## config.mk

```make
export PLATFORM = sky130hd
export DESIGN_NAME = text_to_integer_any_base_top
export DESIGN_NICKNAME = d
export VERILOG_FILES = /design/src/tiab_pkg.sv /design/src/tiab_front.sv /design/src/tiab_queue.sv /design/src/tiab_back.sv /design/src/text_to_integer_any_base_top.sv
export SDC_FILE = /design/constraint.sdc
export NUM_CORES = 2
export LEC_CHECK = 0
export BUFFER_PORTS_ARGS = -buffer_cell sky130_fd_sc_hd__buf_4
export CORE_MARGIN = 4
export CORE_UTILIZATION = 30
export CTS_BUF_LIST = sky130_fd_sc_hd__clkbuf_2 sky130_fd_sc_hd__clkbuf_4 sky130_fd_sc_hd__clkbuf_8
export CTS_CLUSTER_DIAMETER = 150
export CTS_CLUSTER_SIZE = 28
export DETAILED_ROUTE_END_ITERATION = 8
export PLACE_DENSITY = 0.44
export SYNTH_ARGS = -nofsm -noshare
export SYNTH_HDL_FRONTEND = slang
export SYNTH_SLANG_ARGS = --single-unit
```

## constraint.sdc

```tcl
create_clock -name clk -period 17.2 [get_ports clk]
set_input_delay 0 -clock clk [delete_from_list [all_inputs] [get_ports clk]]
set_output_delay 0 -clock clk [all_outputs]
set_load 0.01 [all_outputs]
```

## src/tiab_pkg.sv

```systemverilog
`timescale 1ns / 1ps
package tiab_pkg;

  localparam int CHAR_W    = 8;
  localparam int VALUE_W   = 32;
  localparam int BASE_W    = 5;
  localparam int DIGIT_W   = 4;
  localparam int INDEX_W   = 2;
  localparam int CFG_W     = 64;
  localparam int ALPHA_MAX = 16;

  localparam logic [BASE_W-1:0] LENGTH_RESET = BASE_W'(10);

  localparam logic [CHAR_W-1:0] CH_NUL   = 8'h00;
  localparam logic [CHAR_W-1:0] CH_TAB   = 8'h09;
  localparam logic [CHAR_W-1:0] CH_NL    = 8'h0A;
  localparam logic [CHAR_W-1:0] CH_VT    = 8'h0B;
  localparam logic [CHAR_W-1:0] CH_FF    = 8'h0C;
  localparam logic [CHAR_W-1:0] CH_CR    = 8'h0D;
  localparam logic [CHAR_W-1:0] CH_SPACE = 8'h20;
  localparam logic [CHAR_W-1:0] CH_PLUS  = 8'h2B;
  localparam logic [CHAR_W-1:0] CH_MINUS = 8'h2D;

  typedef enum logic [1:0] {
    PH_SPACE,
    PH_SIGN,
    PH_DIGIT,
    PH_DONE
  } phase_t;

  typedef enum logic [INDEX_W-1:0] {
    REG_ALPHABET_LOW    = 2'd0,
    REG_ALPHABET_HIGH   = 2'd1,
    REG_ALPHABET_LENGTH = 2'd2
  } reg_index_t;

  // One classified character word, as handed from the front to the back.
  typedef struct packed {
    logic                last;
    logic                is_space;
    logic                is_plus;
    logic                is_minus;
    logic                found;
    logic [DIGIT_W-1:0]  digit;
    logic [BASE_W-1:0]   base;
  } class_t;

  function automatic logic is_space(input logic [CHAR_W-1:0] c);
    return c inside {CH_TAB, CH_NL, CH_VT, CH_FF, CH_CR, CH_SPACE};
  endfunction

endpackage

```

## src/tiab_front.sv

```systemverilog
`timescale 1ns / 1ps
module tiab_front #(
  parameter int MAX_ALPHABET = 16
) (
  input  logic                         clk,
  input  logic                         rst,
  input  logic                         write_enable,
  input  logic [tiab_pkg::INDEX_W-1:0] write_index,
  input  logic [tiab_pkg::CFG_W-1:0]   write_data,
  input  logic [tiab_pkg::CHAR_W-1:0]  character,
  input  logic                         last_char,
  output tiab_pkg::class_t             cls,
  output logic                         bad
);
  import tiab_pkg::*;

  logic [CFG_W-1:0]  alphabet_low;
  logic [CFG_W-1:0]  alphabet_high;
  logic [BASE_W-1:0] alphabet_length;
  logic [2*CFG_W-1:0] alphabet_all;
  logic [CHAR_W-1:0] sym [MAX_ALPHABET];
  logic [MAX_ALPHABET-1:0] in_use;
  logic [BASE_W-1:0] eff_len;
  logic              bad_next;
  logic              found;
  logic [DIGIT_W-1:0] digit;

  always_ff @(posedge clk) begin
    if (rst) begin
      alphabet_low    <= '0;
      alphabet_high   <= '0;
      alphabet_length <= LENGTH_RESET;
    end else if (write_enable) begin
      case (write_index)
        REG_ALPHABET_LOW:    alphabet_low    <= write_data;
        REG_ALPHABET_HIGH:   alphabet_high   <= write_data;
        REG_ALPHABET_LENGTH: alphabet_length <= write_data[BASE_W-1:0];
        default: ;
      endcase
    end
  end

  assign alphabet_all = {alphabet_high, alphabet_low};

  for (genvar k = 0; k < MAX_ALPHABET; k++) begin : g_sym
    assign sym[k]    = alphabet_all[k*CHAR_W +: CHAR_W];
    assign in_use[k] = BASE_W'(k) < eff_len;
  end

  // The base is the length clipped to the lane count, cut short at the first zero byte.
  always_comb begin
    logic [BASE_W-1:0] n_sat;
    n_sat = (alphabet_length > BASE_W'(MAX_ALPHABET)) ? BASE_W'(MAX_ALPHABET)
                                                      : alphabet_length;
    eff_len = n_sat;
    for (int k = MAX_ALPHABET - 1; k >= 0; k--) begin
      if ((BASE_W'(k) < n_sat) && (sym[k] == CH_NUL)) begin
        eff_len = BASE_W'(k);
      end
    end
  end

  always_comb begin
    found = 1'b0;
    digit = '0;
    for (int k = 0; k < MAX_ALPHABET; k++) begin
      if (!found && in_use[k] && (character != CH_NUL) && (sym[k] == character)) begin
        found = 1'b1;
        digit = DIGIT_W'(k);
      end
    end
  end

  always_comb begin
    bad_next = 1'b0;
    for (int i = 0; i < MAX_ALPHABET; i++) begin
      if (in_use[i]) begin
        if (is_space(sym[i]) || (sym[i] == CH_PLUS) || (sym[i] == CH_MINUS)) begin
          bad_next = 1'b1;
        end
        for (int j = i + 1; j < MAX_ALPHABET; j++) begin
          if (in_use[j] && (sym[j] == sym[i])) begin
            bad_next = 1'b1;
          end
        end
      end
    end
  end

  // Not enforced here; the user must ensure the back reads this only for words accepted after the write has settled.
  always_ff @(posedge clk) begin
    if (rst) begin
      bad <= 1'b0;
    end else begin
      bad <= bad_next;
    end
  end

  always_comb begin
    cls.last     = last_char;
    cls.is_space = is_space(character);
    cls.is_plus  = (character == CH_PLUS);
    cls.is_minus = (character == CH_MINUS);
    cls.found    = found;
    cls.digit    = digit;
    cls.base     = eff_len;
  end

endmodule

```

## src/tiab_queue.sv

```systemverilog
`timescale 1ns / 1ps
module tiab_queue (
  input  logic             clk,
  input  logic             rst,
  input  logic             push,
  input  tiab_pkg::class_t din,
  output logic             full,
  output logic             valid,
  input  logic             pop,
  output tiab_pkg::class_t dout
);
  import tiab_pkg::*;

  class_t     mem [2];
  logic       wr_ptr;
  logic       rd_ptr;
  logic [1:0] count;
  logic       do_push;
  logic       do_pop;

  assign full    = (count == 2'd2);
  assign valid   = (count != 2'd0);
  assign do_push = push && !full;
  assign do_pop  = pop && valid;
  assign dout    = mem[rd_ptr];

  always_ff @(posedge clk) begin
    if (do_push) begin
      mem[wr_ptr] <= din;
    end
  end

  always_ff @(posedge clk) begin
    if (rst) begin
      wr_ptr <= 1'b0;
      rd_ptr <= 1'b0;
      count  <= 2'd0;
    end else begin
      if (do_push) begin
        wr_ptr <= ~wr_ptr;
      end
      if (do_pop) begin
        rd_ptr <= ~rd_ptr;
      end
      if (do_push && !do_pop) begin
        count <= count + 2'd1;
      end else if (do_pop && !do_push) begin
        count <= count - 2'd1;
      end
    end
  end

endmodule

```

## src/tiab_back.sv

```systemverilog
`timescale 1ns / 1ps
module tiab_back (
  input  logic                              clk,
  input  logic                              rst,
  input  logic                              valid,
  input  tiab_pkg::class_t                  cls,
  output logic                              take,
  input  logic                              bad_cfg,
  output logic                              empty,
  input  logic                              pop,
  output logic signed [tiab_pkg::VALUE_W-1:0] value,
  output logic                              bad_alphabet
);
  import tiab_pkg::*;

  phase_t               phase;
  phase_t               phase_next;
  logic                 negative;
  logic                 negative_next;
  logic [VALUE_W-1:0]   accumulator;
  logic [VALUE_W-1:0]   accumulator_next;
  logic [VALUE_W-1:0]   product;
  logic [VALUE_W-1:0]   result;

  logic [VALUE_W-1:0]   out_value [2];
  logic                 out_bad   [2];
  logic                 out_wr;
  logic                 out_rd;
  logic [1:0]           out_count;
  logic                 out_push;
  logic                 out_pop;

  // A closing word needs room in the result queue; any other word always goes.
  assign take     = valid && (!cls.last || (out_count != 2'd2));
  assign out_push = take && cls.last;
  assign out_pop  = pop && !empty;
  assign product  = accumulator * VALUE_W'(cls.base);

  always_comb begin
    phase_t ph;
    logic [VALUE_W-1:0] acc;
    ph            = phase;
    negative_next = negative;
    acc           = accumulator;
    if ((ph == PH_SPACE) && !cls.is_space) begin
      ph = PH_SIGN;
    end
    if (ph == PH_SIGN) begin
      if (cls.is_minus) begin
        negative_next = ~negative;
      end else if (!cls.is_plus) begin
        ph = PH_DIGIT;
      end
    end
    if (ph == PH_DIGIT) begin
      if (cls.found) begin
        acc = product + VALUE_W'(cls.digit);
      end else begin
        ph = PH_DONE;
      end
    end
    if (bad_cfg) begin
      result = '0;
    end else if (negative_next) begin
      result = '0 - acc;
    end else begin
      result = acc;
    end
    if (cls.last) begin
      phase_next       = PH_SPACE;
      negative_next    = 1'b0;
      accumulator_next = '0;
    end else begin
      phase_next       = ph;
      accumulator_next = acc;
    end
  end

  always_ff @(posedge clk) begin
    if (rst) begin
      phase       <= PH_SPACE;
      negative    <= 1'b0;
      accumulator <= '0;
    end else if (take) begin
      phase       <= phase_next;
      negative    <= negative_next;
      accumulator <= accumulator_next;
    end
  end

  always_ff @(posedge clk) begin
    if (out_push) begin
      out_value[out_wr] <= result;
      out_bad[out_wr]   <= bad_cfg;
    end
  end

  always_ff @(posedge clk) begin
    if (rst) begin
      out_wr    <= 1'b0;
      out_rd    <= 1'b0;
      out_count <= 2'd0;
    end else begin
      if (out_push) begin
        out_wr <= ~out_wr;
      end
      if (out_pop) begin
        out_rd <= ~out_rd;
      end
      if (out_push && !out_pop) begin
        out_count <= out_count + 2'd1;
      end else if (out_pop && !out_push) begin
        out_count <= out_count - 2'd1;
      end
    end
  end

  assign empty        = (out_count == 2'd0);
  assign value        = $signed(out_value[out_rd]);
  assign bad_alphabet = out_bad[out_rd];

endmodule

```

## src/text_to_integer_any_base_top.sv

```systemverilog
`timescale 1ns / 1ps
// Streaming text-to-integer converter with a programmable digit alphabet. One character
// word is taken per clock cycle while the input queue is not full; a string's last character
// is registered into the input queue and its result into the result queue when the back takes it. That
// rate is set by the back end, which does one multiply-add of the 32-bit
// accumulator by the base per cycle, while the front end compares each character against
// all alphabet lanes in parallel. A two-word queue sits between front and back, and a
// two-word result queue at the output, so push and pop may stall independently. Write
// the alphabet registers only while no string is in flight; an alphabet with whitespace,
// a sign or a repeated character yields value 0 with bad_alphabet set.
module text_to_integer_any_base_top #(
  parameter int MAX_ALPHABET = 16
) (
  input  logic                                 clk,
  input  logic                                 rst,
  input  logic                                 push,
  output logic                                 full,
  input  logic [tiab_pkg::CHAR_W-1:0]          character,
  input  logic                                 last_char,
  output logic                                 empty,
  input  logic                                 pop,
  output logic signed [tiab_pkg::VALUE_W-1:0]  value,
  output logic                                 bad_alphabet,
  input  logic                                 write_enable,
  input  logic [tiab_pkg::INDEX_W-1:0]         write_index,
  input  logic [tiab_pkg::CFG_W-1:0]           write_data
);
  import tiab_pkg::*;

  class_t front_cls;
  class_t back_cls;
  logic   bad_cfg;
  logic   q_valid;
  logic   q_take;

  tiab_front #(
    .MAX_ALPHABET(MAX_ALPHABET)
  ) u_front (
    .clk         (clk),
    .rst         (rst),
    .write_enable(write_enable),
    .write_index (write_index),
    .write_data  (write_data),
    .character   (character),
    .last_char   (last_char),
    .cls         (front_cls),
    .bad         (bad_cfg)
  );

  tiab_queue u_queue (
    .clk  (clk),
    .rst  (rst),
    .push (push),
    .din  (front_cls),
    .full (full),
    .valid(q_valid),
    .pop  (q_take),
    .dout (back_cls)
  );

  tiab_back u_back (
    .clk         (clk),
    .rst         (rst),
    .valid       (q_valid),
    .cls         (back_cls),
    .take        (q_take),
    .bad_cfg     (bad_cfg),
    .empty       (empty),
    .pop         (pop),
    .value       (value),
    .bad_alphabet(bad_alphabet)
  );

endmodule

```

==> results.json <==
{
  "status": "finished clean",
  "tns_ns": 0,
  "fin_crit_ns": 7.265,
  "nNetsFinal": 4151,
  "vias": 29210,
  "power_density_nw_per_um2": 67.13,
  "antenna_found_initial": 1,
  "htreeDepth": 1,
  "fmax_mhz": 137.6,
  "rsz0062_at_grt": "false",
  "final_cell_mix": "614 x xor2_1, 548 x xnor2_1, 425 x nand2_1",
  "regToRegSetupSlack_ns": 9.93,
  "fp.coreArea_um2": 103800,
  "syn-num-nets": 4154,
  "grt_max_degree": 68,
  "ys_seq_elements": 273,
  "hpwlAfterDp_mm": 88.18,
  "dpl_cell_area_um2": 33850,
  "cp_common_cell": "fa_1",
  "hold_path_class": "in -> reg",
  "synth_seq_area_share_pct": 20.39,
  "post-cts-setup-buffers": 0,
  "ios": 115,
  "fin_area_um2": 34990,
  "start_kind": "register",
  "grt_pass1_wl_mm": 200.9,
  "synthFlopType": "dfxtp_1",
  "clock-sinks": 273,
  "io_buffer_count": 114,
  "hold_viol": 0,
  "clk-insertion-delay-late_ns": 0.68,
  "slew_headroom_pct": 27.67,
  "critPathCaptureType": "register",
  "synth-edff-count": 94,
  "fillers": 11060,
  "drive_gt1_share_pct": 10.05,
  "crit_slowest_cell": "dfxtp_1",
  "tightest_slew_ns": 1.074,
  "die_w_um": 331.7,
  "synth_cells": 3923,
  "cp.arrival_ns": 7.68,
  "first_global_vias": 28750,
  "cts_tree": "done",
  "critPathMaxFanout": 30,
  "slew_violations": 0,
  "cts-buffers-inserted": 15,
  "cts.path.max_buffers": 3,
  "place_congestion": 0.9852,
  "p_leak_nw": 15.11,
  "setup_viol": 0,
  "track_usage_pct": 23.92,
  "first_pass_iters": 8,
  "drt_iter0_markers": 2531,
  "drv_cap": 0,
  "path_buf_inv": 1,
  "final_common_cell": "xor2_1",
  "die_h_um": 331.7,
  "wl_per_cell_um": 25.80,
  "via_per_inst": 5.498,
  "cts-root-buf": "clkbuf_8",
  "critPathMaxStageDelay_ns": 0.89,
  "cp_cell_sequence": "mux2_2 > nand2_1 > fa_1 > fa_1 > inv_1 > fa_1 > ha_1 > a21o_1 > a211oi_1 > o21ai_0 > a31oi_1 > xor2_1 > o21ai_0 > nor4_1 > nand2_1 > nor4b_2 > a41oi_1 > xnor2_1 > nor2_1",
  "area_growth_pct": 11.34,
  "async_reset_ff_share_pct": 0,
  "critPathRequiredTime_ns": 17.61,
  "syn_avg_cell_area_um2": 8.010,
  "crit_type": "reg -> reg",
  "std_cell_rows": 118,
  "irDropWorstVdd_mv": 0.07741,
  "fin_crit_sh_pct": 42.24,
  "die-area_um2": 110000,
  "synth_area_um2": 31430,
  "cp_top_family": "adder cells",
  "drc": 0,
  "clock_skew_ns": 0.05119,
  "routed_wl_mm": 137.0,
  "clk_pin_slew_ns": 0.17,
  "start_util_pct": 30.28,
  "ant_nets": 0,
  "grt_overflow": 0,
  "yosysUniqueCellTypes": 96,
  "ys_warn_count": 0
}
[tightest hold or removal path, cell delays in order]
cell	delay [ns]
dlygate4sd3_1	0.53
buf_4	0.14
nand2_1	0.05
a21oi_1	0.05
[worst paths after layout]
kind	startpoint	endpoint	depth (start not counted)
max	register	u_back.out_value[0][31]	19
min reg2reg	u_front.alphabet_high[26]	u_front.alphabet_high[26]	2
min	write_data[18]	u_front.alphabet_low[18]	4
max reg2reg	register	u_back.out_value[0][31]	19
[Yosys cell counts, drive strengths merged, types with 86 or more instances]
cell,number,area (um2)
xor2,614,5378
xnor2,549,4808
nand2,425,1595
clkbuf,265,994.7
a21oi,219,1107
nor2,204,783.3
dfxtp,179,3583
nor4,163,1026
nand4,151,950.9
inv,118,445.4
buf,110,462.9
edfxtp,94,2823
fa,86,1722
[metal layers]
metal / global-route usage [%] / vias to the layer above / share of wire [%]
met3: 2.958 / 353 / 6.7
li1: - / 13180 / -
met5: 0 / - / 0
met4: 10.70 / 0 / 5.4
met1: 30.65 / 14380 / 41
met2: 40.29 / 1287 / 47
[logic make-up (layout without fill, tap and decap cells)]
family,after synthesis,count (layout),synth area share (%)
AO/OA/AOI/OAI,523,523,10.92
adder cells (fa/ha/maj),151,151,8.067
XOR/XNOR,1163,1163,32.41
flip-flops,273,273,20.39
other,0,3,0
multiplexers,62,62,2.146
buffers and inverters,493,499,6.056
AND/OR/NAND/NOR,1258,1258,20.01
[state kept, by name, indices dropped and copies added (netlist names), named ones only]
signal	flops
u_back.out_value	64
u_queue.rd_ptr	1
u_back.phase	2
u_back.out_bad	2
u_front.alphabet_length	5
u_queue.mem	28
u_front.alphabet_low	64
u_queue.count	2
u_back.negative	1
u_queue.wr_ptr	1
u_back.out_count	2
u_front.bad	1
u_back.accumulator	32
u_front.alphabet_high	64
u_back.out_wr	1
u_back.out_rd	1
[area by class of cell]
| type | instances | area (um2) | area share (%) |
|---|---|---|---|
| Clock buffer | 19 | 236.5 | 0.6759 |
| Timing Repair Buffer | 355 | 2872 | 8.207 |
| Antenna cell | 3 | 7.507 | 0.02146 |
| Sequential cell | 273 | 6406 | 18.31 |
| Multi-Input combinational cell | 3157 | 23210 | 66.33 |
| Tap cell | 1380 | 1727 | 4.935 |
| Clock inverter | 7 | 87.58 | 0.2503 |
| Inverter | 118 | 445.4 | 1.273 |
[report_power, final]
| group | internal (mW) | switching, mW | total, mW |
|---|---|---|---|
| sequential | 0.781 | 0.0362 | 0.818 |
| clock | 0.101 | 0.244 | 0.344 |
| combinational | 0.434 | 0.753 | 1.19 |
| total | 1.32 | 1.03 | 2.35 |
[stage by stage]
step,hold slack [ns],utilization [%],instances,setup slack [ns],power (mW)
final,0.1108,33.71,5312,9.935,2.349
after global routing,0.08835,33.71,5310,9.296,2.499
after CTS,0.04982,33.70,5309,9.849,2.380
after detailed placement,0.2548,32.61,5202,9.872,2.009
after global placement,0.2501,32.61,5202,9.890,2.004
after floorplan,0.09887,-,3923,10.84,1.583
[repair_timing]
action / 4_1_cts / 5_1_grt
endpoints found under the hold margin: 183 / 0
gates resized for setup: 0 / 0
hold buffers: 81 / 0
(Power assumes the default switching activity.)
